$ cat src/hw/rtl/cct_warm_cold_white_mixer_core_defines.svh
// Assertion macros shared by the tunable-white mixer RTL.
// Included by the files that carry concurrent assertions; needs nothing else.
`ifndef CCT_WARM_COLD_WHITE_MIXER_CORE_DEFINES_SVH
`define CCT_WARM_COLD_WHITE_MIXER_CORE_DEFINES_SVH

// Same-cycle implication, disabled while reset is held.
`define CWM_ASSERT_IMP(label, clk, rst_n, ante, cons, msg) \
    label: assert property (@(posedge clk) disable iff (!rst_n) (ante) |-> (cons)) \
        else $error(msg);

// Next-cycle implication, disabled while reset is held.
`define CWM_ASSERT_NXT(label, clk, rst_n, ante, cons, msg) \
    label: assert property (@(posedge clk) disable iff (!rst_n) (ante) |=> (cons)) \
        else $error(msg);

`endif

$ cat src/hw/rtl/cwm_pkg.sv
// Types, constants and codes of the tunable-white mixer.
// Used by every module of the block except cwm_pipe_div; depends on nothing.
`default_nettype none

package cwm_pkg;

    localparam int KELVIN_W = 16;
    localparam int BRI_W    = 7;
    localparam int LEVEL_W  = 8;
    localparam int MIRED_W  = 20;
    localparam int WEIGHT_W = 16;
    localparam int B255_W   = 15;

    // Mired scale and Q15 weight constants.
    localparam logic [MIRED_W-1:0]  MIRED_SCALE = 20'd1000000;
    localparam logic [WEIGHT_W-1:0] Q15_HALF    = 16'd32768;
    localparam logic [WEIGHT_W-1:0] Q15_SPAN    = 16'd32767;
    localparam logic [WEIGHT_W-1:0] WEIGHT_FULL = 16'd65535;
    localparam logic [BRI_W-1:0]    BRI_MAX     = 7'd100;

    // Register reset values and the mireds that follow from them.
    localparam logic [KELVIN_W-1:0] RESET_WARM_K    = 16'd2700;
    localparam logic [KELVIN_W-1:0] RESET_NEUTRAL_K = 16'd4000;
    localparam logic [KELVIN_W-1:0] RESET_COLD_K    = 16'd6500;
    localparam logic [MIRED_W-1:0]  RESET_WARM_M    = MIRED_W'(1000000 / 2700);
    localparam logic [MIRED_W-1:0]  RESET_NEUTRAL_M = MIRED_W'(1000000 / 4000);
    localparam logic [MIRED_W-1:0]  RESET_COLD_M    = MIRED_W'(1000000 / 6500);

    // Register indexes on the configuration port.
    localparam int REG_IDX_W = 2;
    localparam logic [REG_IDX_W-1:0] REG_WARM    = 2'd0;
    localparam logic [REG_IDX_W-1:0] REG_NEUTRAL = 2'd1;
    localparam logic [REG_IDX_W-1:0] REG_COLD    = 2'd2;

    localparam int QUEUE_DEPTH = 4;

    typedef struct packed {
        logic [KELVIN_W-1:0] target_kelvin;
        logic [BRI_W-1:0]    brightness_percent;
    } t_in_item;

    typedef struct packed {
        logic [LEVEL_W-1:0] warm_level;
        logic [LEVEL_W-1:0] cold_level;
    } t_out_item;

    typedef enum logic [2:0] {
        KIND_OFF,
        KIND_WARM_ONLY,
        KIND_COLD_ONLY,
        KIND_BOTH_FULL,
        KIND_MIX
    } t_kind;

    typedef enum logic [0:0] {
        CFG_IDLE,
        CFG_DIV
    } t_cfg_state;

    // Normalized endpoints and their mireds.
    typedef struct packed {
        logic [KELVIN_W-1:0] warm_k;
        logic [KELVIN_W-1:0] neutral_k;
        logic [KELVIN_W-1:0] cold_k;
        logic [MIRED_W-1:0]  warm_m;
        logic [MIRED_W-1:0]  neutral_m;
        logic [MIRED_W-1:0]  cold_m;
    } t_endpoints;

    // One classified word held in the queue.
    typedef struct packed {
        t_kind               kind;
        logic [KELVIN_W-1:0] k;
        logic [LEVEL_W-1:0]  full;
        logic [LEVEL_W-1:0]  lead;
        logic [B255_W-1:0]   b255;
    } t_job;

    typedef struct packed {
        t_job job;
        logic hi;
        logic sat_w;
        logic sat_c;
    } t_mix_tag;

    typedef struct packed {
        t_job job;
        logic warm_strong;
    } t_lvl_tag;

endpackage

`default_nettype wire

$ cat src/hw/rtl/cwm_queue.sv
// Short queue of classified words between the front and back ends.
// Depends on cwm_pkg and the assertion macro header.
`default_nettype none
`include "cct_warm_cold_white_mixer_core_defines.svh"

module cwm_queue #(
    parameter int DEPTH = cwm_pkg::QUEUE_DEPTH
) (
    input  wire logic          i_clk,
    input  wire logic          i_rst_n,
    input  wire logic          i_push,
    input  cwm_pkg::t_job      i_job,
    input  wire logic          i_pop,
    output cwm_pkg::t_job      o_head,
    output logic               o_full,
    output logic               o_empty
);

    localparam int IDX_W = (DEPTH > 1) ? $clog2(DEPTH) : 1;
    localparam int CNT_W = $clog2(DEPTH + 1);

    cwm_pkg::t_job    r_mem [DEPTH];
    logic [IDX_W-1:0] r_wr, r_rd;
    logic [CNT_W-1:0] r_count;

    assign o_full  = r_count == CNT_W'(DEPTH);
    assign o_empty = r_count == '0;
    assign o_head  = r_mem[r_rd];

    // Storage.
    always_ff @(posedge i_clk) begin
        if (i_push) r_mem[r_wr] <= i_job;
    end

    // Pointers and fill count.
    always_ff @(posedge i_clk) begin
        if (!i_rst_n) begin
            r_wr    <= '0;
            r_rd    <= '0;
            r_count <= '0;
        end else begin
            if (i_push) r_wr <= (r_wr == IDX_W'(DEPTH - 1)) ? '0 : r_wr + IDX_W'(1);
            if (i_pop)  r_rd <= (r_rd == IDX_W'(DEPTH - 1)) ? '0 : r_rd + IDX_W'(1);
            r_count <= r_count + CNT_W'(i_push) - CNT_W'(i_pop);
        end
    end

    `CWM_ASSERT_IMP(a_no_push_full, i_clk, i_rst_n, i_push, !o_full, "push into full queue")
    `CWM_ASSERT_IMP(a_no_pop_empty, i_clk, i_rst_n, i_pop, !o_empty, "pop from empty queue")
    `CWM_ASSERT_NXT(a_count_up, i_clk, i_rst_n, i_push && !i_pop, r_count == $past(r_count) + CNT_W'(1), "fill count did not rise")

endmodule

`default_nettype wire

$ cat config.mk
export PLATFORM = sky130hd
export DESIGN_NAME = cwm_queue
export DESIGN_NICKNAME = d
export VERILOG_FILES = /design/src/hw/rtl/cwm_pkg.sv /design/src/hw/rtl/cwm_queue.sv
export VERILOG_INCLUDE_DIRS = /design/src /design/src/hw/rtl
export SDC_FILE = /design/constraint.sdc
export NUM_CORES = 1
export LEC_CHECK = 0
export CAP_MARGIN = 30
export CORE_MARGIN = 2
export CORE_UTILIZATION = 35
export DETAILED_ROUTE_END_ITERATION = 8
export DONT_BUFFER_PORTS = 1
export PLACE_DENSITY_LB_ADDON = 0.25
export RECOVER_POWER = 100
export SYNTH_ARGS = -nofsm -noshare
export SYNTH_HDL_FRONTEND = slang
export SYNTH_SLANG_ARGS = --single-unit
$ cat constraint.sdc
create_clock -name i_clk -period 3.1 [get_ports i_clk]
set_input_delay 0.62 -clock i_clk [delete_from_list [all_inputs] [get_ports i_clk]]
set_output_delay 0.62 -clock i_clk [all_outputs]
set_load 0.03 [all_outputs]
==> impl_results.md <==
* Initial antenna violation count at 0
* Max-slew violations at 62
* Period utilisation layout at 0.9016
* Worst-margin pin slew at 1.904 ns
* Int Pwr at 4.767 mW
* Total GRT Usage at 0.1204
* Initial drt markers at 152
* DRC viols at 0
* Nets at 390
* Tightest Hold Check Type: input pin to flip-flop
* Starting Density at 0.3553
* Worst Path Required at 2.48 ns
* Fmax achieved at 357.8 MHz
* Final ANT Viol Nets at 0
* Worst clock skew at 0.006393 ns
* Cells after synthesis at 306
* Largest net degree at the start of global routing at 34
* DIE AREA at 23,290 um2
* Met3 Use GR at 0.05233
* RSZ-0062 raised after global routing: no
* Pleak at 2.698 nW
* Final min period at 2.795 ns
* R2R Setup Slk at 0.47 ns
* EDFF count, synth at 200
* Status: finished with violations
* Number of fill cells in the layout at 1,914
* Slew headroom at -0.2701
* Worst Setup Path Type: flip-flop to output port
* Sequential share of the synthesized area at 0.8003
* Core ar. at 21,760 um2
* IO Port Bufs at 0
* CTS Buffer Depth at 3
* First drt pass iteration count at 4
* Die Ht at 152.6 um
* Area grow syn2layout at 12.71%
* Async SR Flop Fraction at 0
* Latest clock arrival within the worst-skew pair at 0.49 ns
* Seq pwr share at 0.532
* # setup viols final at 0
* Clock slew at reported path FFs at 0.06 ns
* GR peak layer: met2
* Multi-input logic area at 1378 um2
* Number of global-route vias before repair at 3,517
* Post-CTS Hold Buffers at 0
* First-pass GRT wire length at 21,230 um
* Synthesized flop and latch total at 209
* Most frequent cells in the layout: edfxtp_1 (200), mux4_2 (50), clkbuf_16 (23)
* Arr. time, crit path at 2.17 ns
* Worst R2R Path Depth at 4
* Clock power share at 0.380
* Post-Syn Area at 7730 um2
* Met2 usage at 0.2012
* Wirelength per Cell at 22.27 um
* Post-route setup slack at 0.3052 ns
* Peak VDD IR at 0.4397 mV
* Final number of hold-violating endpoints at 0
* Most common cell after layout, fill and taps aside: edfxtp_1
* Average cell area after synthesis at 25.26 um2
* Hold path start: i_job[1]
* Via count at 3,062
* Worst-path fanout max at 21
* Total area of sequential cells at 6191 um2
* CTS root buffer: clkbuf_16
* Setup TNS at 0 ns
* Yosys warnings at 0
* CTS tree: yes
* Worst Hold Path EP: r_mem[0][1]
* Clock Sinks at 209
* Dominant synthesized flop cell: edfxtp_1
* Total CTS buffers at 23
* N_diodes at 0
* CP Launch Type: flip-flop
* H-tree depth at 1
* Worst reg2reg path startpoint: r_wr[0]
* Setup bufs post-CTS at 0
* Syn Nets at 368
* Pwr dens at 708.6 nW/um2
* Overflow after GRT at 0
* NetSw at 1.406 mW
* Post-CTS resize count at 0
* Pre-CTS setup slack at 0.8150 ns
* Max-cap violation count at 3
* Row Count at 54
* IO Pins at 106
* Placer Congestion at 0.6521
* Horiz. Die Dim at 152.6 um
* Proportion of layout cells with a drive suffix above 1 at 0.2661
* Switching Share at 0.2278
* DR vias/cell at 4.923
* Reg2Reg Capture Point: r_mem[2][3]
* GR Util met1 at 0.1425
* Setup crit end kind: output port
* Violated checks: capacitance limit, slew limit
* Hold depth at 0
* Hpwl dp at 8417 um
* Number of distinct library cells after synthesis at 19
* Comb pwr share at 0.089
* WL final at 13,850 um
==> synthesized netlist by cell type, types with 2 or more instances <==
library cell,number,share of area
inv_1,7,0.0034
dfxtp_1,9,0.023
or3b_2,2,0.0023
buf_2,5,0.0032
edfxtp_1,200,0.78
mux2i_1,2,0.0026
mux4_2,50,0.15
ha_1,7,0.011
nand2b_1,2,0.0016
a21oi_1,2,0.0013
nor2_1,3,0.0015
buf_12,5,0.013
and2_1,6,0.0049
==> area by class of cell <==
| class | instances | area share |
|---|---|---|
| Timing Repair Buffer | 9 | 0.01307 |
| Sequential cell | 209 | 0.7106 |
| Multi-Input combinational cell | 78 | 0.1581 |
| Clock inverter | 11 | 0.006750 |
| Clock buffer | 28 | 0.06822 |
| Inverter | 7 | 0.003016 |
| Tap cell | 280 | 0.04021 |
==> worst max path at each step <==
stage / from / to / slack [ns] / cells after the start
detailed placement: flip-flop / o_head[43] / 0.81 / 2
global placement: flip-flop / o_head[16] / 0.83 / 2
global route: flip-flop / o_head[28] / 0.14 / 2
finish: flip-flop / o_head[29] / 0.31 / 2
floorplan: i_push / r_mem[0][0] / 0.87 / 1
CTS: flip-flop / o_head[43] / 0.28 / 2
==> sequential cells by signal, indices dropped and copies added, names as in the netlist, named ones only <==
name	flops
r_count	3
r_mem	200
r_rd	2
r_wr	2
==> through the flow <==
| step | hold WS (ns) | area, um2 | utilization | total power [mW] | cells |
|---|---|---|---|---|---|
| after floorplan | 0.4758 | 7730 | - | 3.806 | 306 |
| after global placement | 0.4746 | 8093 | 0.3720 | 3.891 | 583 |
| after detailed placement | 0.5212 | 8093 | 0.3720 | 3.908 | 583 |
| after CTS | 0.1917 | 8746 | 0.4020 | 6.276 | 622 |
| after global routing | 0.1898 | 8712 | 0.4004 | 6.423 | 622 |
| final | 0.2176 | 8712 | 0.4004 | 6.173 | 622 |
==> critical path, cell delays in order, from the launching register on <==
cell     delay, ns
dfxtp_4       0.66
buf_6         0.34
mux4_2        0.66
==> metal layers <==
layer,vias to the layer above,wire length (um)
met1,1621,5345
met5,-,0
li1,1330,-
met4,0,274
met2,90,6865
met3,21,1367
==> power by group through the flow <==
| stage | Sequential (mW) | Combinational [mW] | Clock (mW) |
|---|---|---|---|
| final | 3.28 | 0.546 | 2.35 |
| after global routing | 3.29 | 0.583 | 2.55 |
| after CTS | 3.28 | 0.567 | 2.43 |
| after detailed placement | 3.34 | 0.566 | 0 |
| after global placement | 3.33 | 0.557 | 0 |
| after floorplan | 3.31 | 0.497 | 0 |
==> logic make-up (layout without fill, tap and decap cells) <==
logic type,count (synthesis),in the layout,synth area share
compound gates,2,2,0.001295
xor+xnor,1,1,0.003075
fa+ha+maj,8,8,0.01392
buf+inv,19,55,0.02153
flops,209,209,0.8003
mux,52,52,0.1483
simple gates,15,15,0.01165
Power figures use the tool's default switching activity.
