**src/hw/rtl/cct_warm_cold_white_mixer_core_defines.svh**
```systemverilog
// Assertion macros shared by the tunable-white mixer RTL.
// Included by the files that carry concurrent assertions; needs nothing else.
`ifndef CCT_WARM_COLD_WHITE_MIXER_CORE_DEFINES_SVH
`define CCT_WARM_COLD_WHITE_MIXER_CORE_DEFINES_SVH

// Same-cycle implication, disabled while reset is held.
`define CWM_ASSERT_IMP(label, clk, rst_n, ante, cons, msg) \
    label: assert property (@(posedge clk) disable iff (!rst_n) (ante) |-> (cons)) \
        else $error(msg);

// Next-cycle implication, disabled while reset is held.
`define CWM_ASSERT_NXT(label, clk, rst_n, ante, cons, msg) \
    label: assert property (@(posedge clk) disable iff (!rst_n) (ante) |=> (cons)) \
        else $error(msg);

`endif

```
**src/hw/rtl/cwm_pkg.sv**
```systemverilog
// Types, constants and codes of the tunable-white mixer.
// Used by every module of the block except cwm_pipe_div; depends on nothing.
`default_nettype none

package cwm_pkg;

    localparam int KELVIN_W = 16;
    localparam int BRI_W    = 7;
    localparam int LEVEL_W  = 8;
    localparam int MIRED_W  = 20;
    localparam int WEIGHT_W = 16;
    localparam int B255_W   = 15;

    // Mired scale and Q15 weight constants.
    localparam logic [MIRED_W-1:0]  MIRED_SCALE = 20'd1000000;
    localparam logic [WEIGHT_W-1:0] Q15_HALF    = 16'd32768;
    localparam logic [WEIGHT_W-1:0] Q15_SPAN    = 16'd32767;
    localparam logic [WEIGHT_W-1:0] WEIGHT_FULL = 16'd65535;
    localparam logic [BRI_W-1:0]    BRI_MAX     = 7'd100;

    // Register reset values and the mireds that follow from them.
    localparam logic [KELVIN_W-1:0] RESET_WARM_K    = 16'd2700;
    localparam logic [KELVIN_W-1:0] RESET_NEUTRAL_K = 16'd4000;
    localparam logic [KELVIN_W-1:0] RESET_COLD_K    = 16'd6500;
    localparam logic [MIRED_W-1:0]  RESET_WARM_M    = MIRED_W'(1000000 / 2700);
    localparam logic [MIRED_W-1:0]  RESET_NEUTRAL_M = MIRED_W'(1000000 / 4000);
    localparam logic [MIRED_W-1:0]  RESET_COLD_M    = MIRED_W'(1000000 / 6500);

    // Register indexes on the configuration port.
    localparam int REG_IDX_W = 2;
    localparam logic [REG_IDX_W-1:0] REG_WARM    = 2'd0;
    localparam logic [REG_IDX_W-1:0] REG_NEUTRAL = 2'd1;
    localparam logic [REG_IDX_W-1:0] REG_COLD    = 2'd2;

    localparam int QUEUE_DEPTH = 4;

    typedef struct packed {
        logic [KELVIN_W-1:0] target_kelvin;
        logic [BRI_W-1:0]    brightness_percent;
    } t_in_item;

    typedef struct packed {
        logic [LEVEL_W-1:0] warm_level;
        logic [LEVEL_W-1:0] cold_level;
    } t_out_item;

    typedef enum logic [2:0] {
        KIND_OFF,
        KIND_WARM_ONLY,
        KIND_COLD_ONLY,
        KIND_BOTH_FULL,
        KIND_MIX
    } t_kind;

    typedef enum logic [0:0] {
        CFG_IDLE,
        CFG_DIV
    } t_cfg_state;

    // Normalized endpoints and their mireds.
    typedef struct packed {
        logic [KELVIN_W-1:0] warm_k;
        logic [KELVIN_W-1:0] neutral_k;
        logic [KELVIN_W-1:0] cold_k;
        logic [MIRED_W-1:0]  warm_m;
        logic [MIRED_W-1:0]  neutral_m;
        logic [MIRED_W-1:0]  cold_m;
    } t_endpoints;

    // One classified word held in the queue.
    typedef struct packed {
        t_kind               kind;
        logic [KELVIN_W-1:0] k;
        logic [LEVEL_W-1:0]  full;
        logic [LEVEL_W-1:0]  lead;
        logic [B255_W-1:0]   b255;
    } t_job;

    typedef struct packed {
        t_job job;
        logic hi;
        logic sat_w;
        logic sat_c;
    } t_mix_tag;

    typedef struct packed {
        t_job job;
        logic warm_strong;
    } t_lvl_tag;

endpackage

`default_nettype wire

```
**src/hw/rtl/cwm_front.sv**
```systemverilog
// Front end: accepts light settings and classifies them into queue words.
// Depends on cwm_pkg.
`default_nettype none

module cwm_front (
    input  wire logic                i_in_valid,
    input  cwm_pkg::t_in_item        i_in_item,
    output logic                     o_in_ready,
    input  cwm_pkg::t_endpoints      i_ep,
    input  wire logic                i_busy,
    input  wire logic                i_full,
    output logic                     o_push,
    output cwm_pkg::t_job            o_job
);

    logic [cwm_pkg::BRI_W-1:0]    b;
    logic [cwm_pkg::KELVIN_W-1:0] k;
    logic [14:0]                  x_full;
    logic [28:0]                  p_full;
    logic [15:0]                  x_strong;
    logic [32:0]                  p_strong;
    cwm_pkg::t_kind               kind;

    assign o_in_ready = !i_full && !i_busy;
    assign o_push     = i_in_valid && o_in_ready;

    // Full level (b*255+50)/100 and the stronger mixed level (510b+1)/200,
    // both by reciprocal multiplication.
    always_comb begin
        k        = i_in_item.target_kelvin;
        b        = (i_in_item.brightness_percent > cwm_pkg::BRI_MAX)
                   ? cwm_pkg::BRI_MAX : i_in_item.brightness_percent;
        x_full   = 15'(b) * 15'd255 + 15'd50;
        p_full   = 29'(x_full) * 29'd5243;
        x_strong = 16'(b) * 16'd510 + 16'd1;
        p_strong = 33'(x_strong) * 33'd83887;
    end

    // Special cases first; the rest is mixed.
    always_comb begin
        if (b == '0)                 kind = cwm_pkg::KIND_OFF;
        else if (k <= i_ep.warm_k)   kind = cwm_pkg::KIND_WARM_ONLY;
        else if (k >= i_ep.cold_k)   kind = cwm_pkg::KIND_COLD_ONLY;
        else if (k == i_ep.neutral_k) kind = cwm_pkg::KIND_BOTH_FULL;
        else                         kind = cwm_pkg::KIND_MIX;
    end

    assign o_job = '{kind:   kind,
                     k:      k,
                     full:   cwm_pkg::LEVEL_W'(p_full >> 19),
                     lead:   cwm_pkg::LEVEL_W'(p_strong >> 24),
                     b255:   cwm_pkg::B255_W'(15'(b) * 15'd255)};

endmodule

`default_nettype wire

```
**config.mk**
```make
export PLATFORM = sky130hd
export DESIGN_NAME = cwm_front
export DESIGN_NICKNAME = d
export VERILOG_FILES = /design/src/hw/rtl/cct_warm_cold_white_mixer_core_defines.svh /design/src/hw/rtl/cwm_pkg.sv /design/src/hw/rtl/cwm_front.sv
export SDC_FILE = /design/constraint.sdc
export NUM_CORES = 1
export LEC_CHECK = 0
export BUFFER_PORTS_ARGS = -buffer_cell sky130_fd_sc_hd__buf_4
export CORE_UTILIZATION = 61
export DETAILED_ROUTE_END_ITERATION = 16
export PLACE_DENSITY = 0.95
export REMOVE_ABC_BUFFERS = 1
export SLEW_MARGIN = 20
export SYNTH_ARGS = -nofsm -noshare
export SYNTH_HDL_FRONTEND = slang
export SYNTH_SLANG_ARGS = --single-unit
export TNS_END_PERCENT = 50
```
**constraint.sdc**
```tcl
create_clock -name vclk -period 13.4
set_input_delay 0 -clock vclk [all_inputs]
set_output_delay 0 -clock vclk [all_outputs]
set_load 0.1 [all_outputs]
```
==> results of run 1 <==
[worst paths after layout]
path	slack, ps	end	cells past startpoint
setup / recovery	1320	o_job[22]	46
hold / removal	350	o_in_ready	3
[cell families after synthesis]
family	after synthesis	synth area share [%]
adder cells (fa/ha/maj)	475	66.4
buffers and inverters	395	14.2
AO/OA/AOI/OAI	120	7.37
AND/OR/NAND/NOR	111	5.56
XOR/XNOR	73	6.33
multiplexers	2	0.184
[cell usage after synthesis (all sizes together), types with 2 or more instances]
master and count:
or2 5, o21a 8, xnor2 55, a31oi 4
inv 376, a211oi 8, fa 170, nand4b 2
o41ai 2, o31a 2, ha 305, a2111oi 2
nor2b 11, buf 16, nand4 14, o21ai 28
a21o 24, a21oi 29, nor4 3, nand2 20
nand3 6, and3 2, nand2b 10, xor2 18
mux2i 2, nor3 6, and2 2, o31ai 2
or3 2, clkbuf 3, nor2 26, o221ai 2
[cell type report]
class / count / share of cell area [%]
Inverter: 376 / 11.7
Multi-Input combinational cell: 781 / 77.6
Tap cell: 225 / 2.34
Timing Repair Buffer: 133 / 8.30
[metrics by stage]
stage          worst slack (ps)  cell area, µm²  util (%)
2_1_floorplan               143           10700         -
3_3_place_gp               1970           12000      69.3
4_1_cts                    1350           12000      69.3
5_1_grt                     758           12000      69.3
3_5_place_dp               1400           12000      69.3
6_report                   1320           12000      69.3
[per-layer routing]
metal / vias up / wire [µm]
met5: - / 0
met3: 121 / 1620
li1: 3892 / -
met1: 4075 / 9400
met4: 0 / 1480
met2: 317 / 14400
[critical path, delay by kind of cell]
| kind | cells | cell delay [ps] |
|---|---|---|
| AO/OA/AOI/OAI | 13 | 2720 |
| adder cells (fa/ha/maj) | 13 | 5980 |
| buffers and inverters | 13 | 1370 |
| AND/OR/NAND/NOR | 5 | 1410 |
| XOR/XNOR | 2 | 620 |
==> impl_metrics.toml, run 1 <==
[synth]
ys_types = 54
ys_warn_count = 0
avgSynthCellArea_um2 = 9.25
yosysTopAreaCell = "ha_1"
yosysTopAreaCellShare_pct = 35.1
synth_cells = 1176
synth_area_leaders = "ha_1 (35%), fa_1 (31%), inv_1 (13%)"
seq_area_frac_synth_pct = 0
netlist_area_mm2 = 0.0109

[global_routing]
busiest_layer = "met2"
grt_max_degree = 14
antenna_found_initial = 0
grt_first_pass_wirelength_mm = 44.2
grt.total_usage_pct = 30.9
use_met2_pct = 60.9
gr-total-overflow = 0
grt_use_met3_pct = 4.12
use_met1_pct = 31.4
first_global_vias = 9693

[setup_path]
crit_path_end_kind = "output port"
slowest_stage = "fa_1"
max_stage_delay_ps = 640
cp_data_required_time_ps = 13400
crit_path_start_kind = "primary input"
cp_common_cell = "inv_1"
crit_type = "primary input to output port"
cp.arrival_ps = 12080
setup.worst_path.start = "i_in_item[5]"
path_max_fanout = 7

[routing]
totalWireLength_mm = 26.8
dr.pass1.iters = 4
via_count = 8405
drc = 0
drtAntennaViolNets = 0
post_drt_via_cell_ratio = 5.55
wl_per_cell_um = 17.7
drt-initial-drc-count = 415

[timing]
finalHoldViolCount = 0
relSlewSlack_pct = 24.4
setup-violations-final = 0
rsz0062_at_grt = "no"
fin_crit_sh_pct = 90.1
tightest_slew_ps = 1130
period_minus_slack_ps = 12080
timing.hold.ws_ps = 352
max_freq_ghz = 0.0828
drv_slew = 0
tns_ps = 0

[worst_hold_path]
hp-start = "i_full"
min-delay-path-class = "primary input to output port"

[cells_and_area]
num-fill-cells = 1225
multi_input_area_mm2 = 0.00933
seq_cells = 0
antennaDiodeCount = 0
layout_common_cells = "inv_1 (375), ha_1 (305), fa_1 (170)"
final_common_cell = "inv_1"
final_cells = 1515
drive_gt1_share_pct = 11.7
nNetsFinal = 1901
area_growth_pct = 10.6
seq_area_um2 = 0
clkbuf_count = 0

[job]
maxCapViolations = 0

[floorplanning]
coreArea_mm2 = 0.0174
start_util_pct = 62.7
dieArea_mm2 = 0.0184
io-pin-count = 186
rows = 48
die_y_um = 136
die_w_um = 136

[placement]
place_inst = 1515
place.gp.congestion = 0.923
port_buffers = 126
dp_hpwl_mm = 24.6

[cts]
cts_resized = 0
post_cts_buffers = 0
cts-hold-fix-buffers = 0

[run_status]
status = "finished clean"
Power of run 1 is left out: the tool's default activity adds up to more than one toggle a clock period on the data nets, which glitch-free logic cannot reach.
==> inputs of run 2 (changes only) <==
- CORE_UTILIZATION: 61 -> 45
- PLACE_DENSITY: 0.95 -> 0.78
==> impl_metrics.toml, run 2 (synthesis results as in run 1) <==
[cells_and_area]
nNetsFinal = 1902
antennaDiodeCount = 0
clkbuf_count = 0
seq_area_um2 = 0
final_common_cell = "inv_1"
seq_cells = 0
num-fill-cells = 2112
area_growth_pct = 11.7
layout_common_cells = "inv_1 (375), ha_1 (305), fa_1 (170)"
drive_gt1_share_pct = 11.8

[routing]
totalWireLength_mm = 24.2
post_drt_via_cell_ratio = 4.93
via_count = 7931
drt-initial-drc-count = 320
dr.pass1.iters = 4
drtAntennaViolNets = 0
wl_per_cell_um = 15.0
drc = 0

[cts]
cts_resized = 0
cts-hold-fix-buffers = 0
post_cts_buffers = 0

[setup_path]
cp.arrival_ps = 11870
cp_common_cell = "inv_1"
cp_data_required_time_ps = 13400
crit_type = "primary input to output port"
crit_path_start_kind = "primary input"
slowest_stage = "fa_1"
path_max_fanout = 7
crit_path_end_kind = "output port"
max_stage_delay_ps = 650

[global_routing]
antenna_found_initial = 0
grt_max_degree = 14
grt_first_pass_wirelength_mm = 40.1
first_global_vias = 8515
grt.total_usage_pct = 20.5
gr-total-overflow = 0

[floorplanning]
coreArea_mm2 = 0.0236
dieArea_mm2 = 0.0248
rows = 56
start_util_pct = 46.1
die_y_um = 157
io-pin-count = 186
die_w_um = 157

[timing]
setup-violations-final = 0
finalHoldViolCount = 0
relSlewSlack_pct = 34.7
fin_crit_sh_pct = 88.6
drv_slew = 0
tns_ps = 0
max_freq_ghz = 0.0843
period_minus_slack_ps = 11870
tightest_slew_ps = 976
rsz0062_at_grt = "no"

[worst_hold_path]
min-delay-path-class = "primary input to output port"

[run_status]
status = "finished clean"

[placement]
place.gp.congestion = 0.892
port_buffers = 126
dp_hpwl_mm = 22.2

[job]
maxCapViolations = 0
run 2: cell types whose count changed in the layout (fill, tap and decap cells not counted):
cell   before  now
buf_4     133  134
run 2: final timing paths:
check / from / end / slack (ps) / cells after the start
min: i_full / o_in_ready / 330 / 3
max: i_in_item[6] / o_job[22] / 1530 / 46
run 2: stage by stage:
stage                     instance area (µm²)  setup WS, ps  util (%)  std cells  hold slack, ps
after floorplan                         10700           143         -       1157               0
after global placement                  12200          1870      51.5       1610             328
after detailed placement                12200          1590      51.5       1610             335
after CTS                               12200          1570      51.5       1610             334
after global routing                    12200           737      51.5       1610             351
final                                   12200          1530      51.5       1610             333
run 2: final cells by class:
type | instances | area [µm²] | share of cell area [%]
multi-input cells | 781 | 9330 | 76.8
inverters | 376 | 1410 | 11.6
repair buffers | 134 | 1010 | 8.28
well taps | 319 | 399 | 3.28
run 2: worst max-delay path: cells and delay by family:
family | cells | cell delay, ps
AO/OA/AOI/OAI | 13 | 2690
adder cells (fa/ha/maj) | 13 | 5860
XOR/XNOR | 2 | 600
AND/OR/NAND/NOR | 5 | 1360
buffers and inverters | 13 | 1320
run 2: per-layer routing:
metal	vias up	track usage, %	wire (µm)
met3	33	1.65	1270
met1	3819	23.9	9740
li1	3879	-	-
met5	-	0	0
met2	200	40.4	12700
met4	0	4.07	502
Power of run 2 is left out for the same reason.
==> inputs of run 3 (changes only) <==
- CORE_UTILIZATION: 45 -> 54
- PLACE_DENSITY: 0.78 -> 0.89
- clock period: 13.4 -> 11.5 ns (I/O delays scaled with it)
==> impl_metrics.toml, run 3 (synthesis results as in run 1) <==
[setup_path]
cp.arrival_ps = 10980
crit_path_end_kind = "output port"
crit_path_start_kind = "primary input"
path_max_fanout = 8
crit_type = "primary input to output port"
max_stage_delay_ps = 820
cp_data_required_time_ps = 11500
setup.worst_path.start = "i_in_item[0]"
cp-endpoint = "o_job[30]"
slowest_stage = "xnor2_1"
cp_common_cell = "inv_1"

[cells_and_area]
area_growth_pct = 12.0
seq_cells = 0
antennaDiodeCount = 0
final_common_cell = "inv_1"
seq_area_um2 = 0
drive_gt1_share_pct = 12.7
nNetsFinal = 1908
final_util_pct = 62.2
layout_common_cells = "inv_1 (375), ha_1 (305), fa_1 (169)"
clkbuf_count = 0
fin_area_mm2 = 0.0122

[routing]
dr.pass1.iters = 5
wl_per_cell_um = 16.5
via_count = 8185
drtAntennaViolNets = 0
totalWireLength_mm = 25.8
post_drt_via_cell_ratio = 5.24
drt-initial-drc-count = 397
drc = 0

[timing]
drv_slew = 0
max_freq_ghz = 0.0911
relSlewSlack_pct = 31.4
fin_crit_sh_pct = 95.5
finalHoldViolCount = 0
tightest_slew_ps = 1000
setup-violations-final = 0
period_minus_slack_ps = 10980
tns_ps = 0
rsz0062_at_grt = "no"

[floorplanning]
start_util_pct = 55.5
io-pin-count = 186
coreArea_mm2 = 0.0196
rows = 51
die_y_um = 144
die_w_um = 144
dieArea_mm2 = 0.0207

[global_routing]
antenna_found_initial = 0
grt_first_pass_wirelength_mm = 42.0
grt_max_degree = 14
first_global_vias = 8921
gr-total-overflow = 0
grt.total_usage_pct = 26.3

[placement]
place.gp.congestion = 0.945
port_buffers = 126
dp_hpwl_mm = 23.4
post_dp_cell_area_mm2 = 0.0121

[worst_hold_path]
min-delay-path-class = "primary input to output port"

[run_status]
status = "finished clean"

[job]
maxCapViolations = 0
==> run 3: worst min path at each step <==
stage | start | endpoint | slack (ps) | cells after the start
floorplan | i_in_item[7] | o_job[31] | 0 | 0
CTS | i_full | o_in_ready | 340 | 3
global route | i_in_item[7] | o_job[31] | 350 | 2
detailed placement | i_full | o_in_ready | 330 | 3
finish | i_full | o_in_ready | 340 | 3
global placement | i_full | o_in_ready | 330 | 3
==> run 3: timing repair <==
item	4_1_cts	5_1_grt
gates resized for setup	0	13
hold buffers	0	0
endpoints found under the setup margin	0	8
setup buffers	0	0
==> run 3: worst max-delay path, delay by kind of cell <==
family / cells / cell delay [ps]
AND/OR/NAND/NOR: 3 / 830
buffers and inverters: 11 / 1080
AO/OA/AOI/OAI: 13 / 2600
adder cells (fa/ha/maj): 12 / 5310
XOR/XNOR: 3 / 1140
==> run 3: through the flow <==
stage                     setup slack [ps]  hold WS (ps)  instances
after floorplan                      -1760             0       1157
after CTS                             91.3           336       1562
after global routing                  5.45           351       1562
after global placement                 580           328       1562
after detailed placement               135           335       1562
final                                  521           335       1562
==> run 3: cell type report <==
cell class                      count  area [µm²]
Fill cell                        1518        7400
Inverter                          376        1410
Multi-Input combinational cell    781        9390
Tap cell                          265         332
Timing Repair Buffer              140        1050
==> run 3: metal layers <==
metal	up-vias	global-route usage, %	wire, µm	share of wire [%]
met1	3934	29.8	9820	38
met2	274	50.1	13400	52
met3	79	2.93	1540	6.0
met4	0	9.85	1080	4.2
met5	-	0	0	0
li1	3898	-	-	-
Power of run 3 is left out for the same reason.
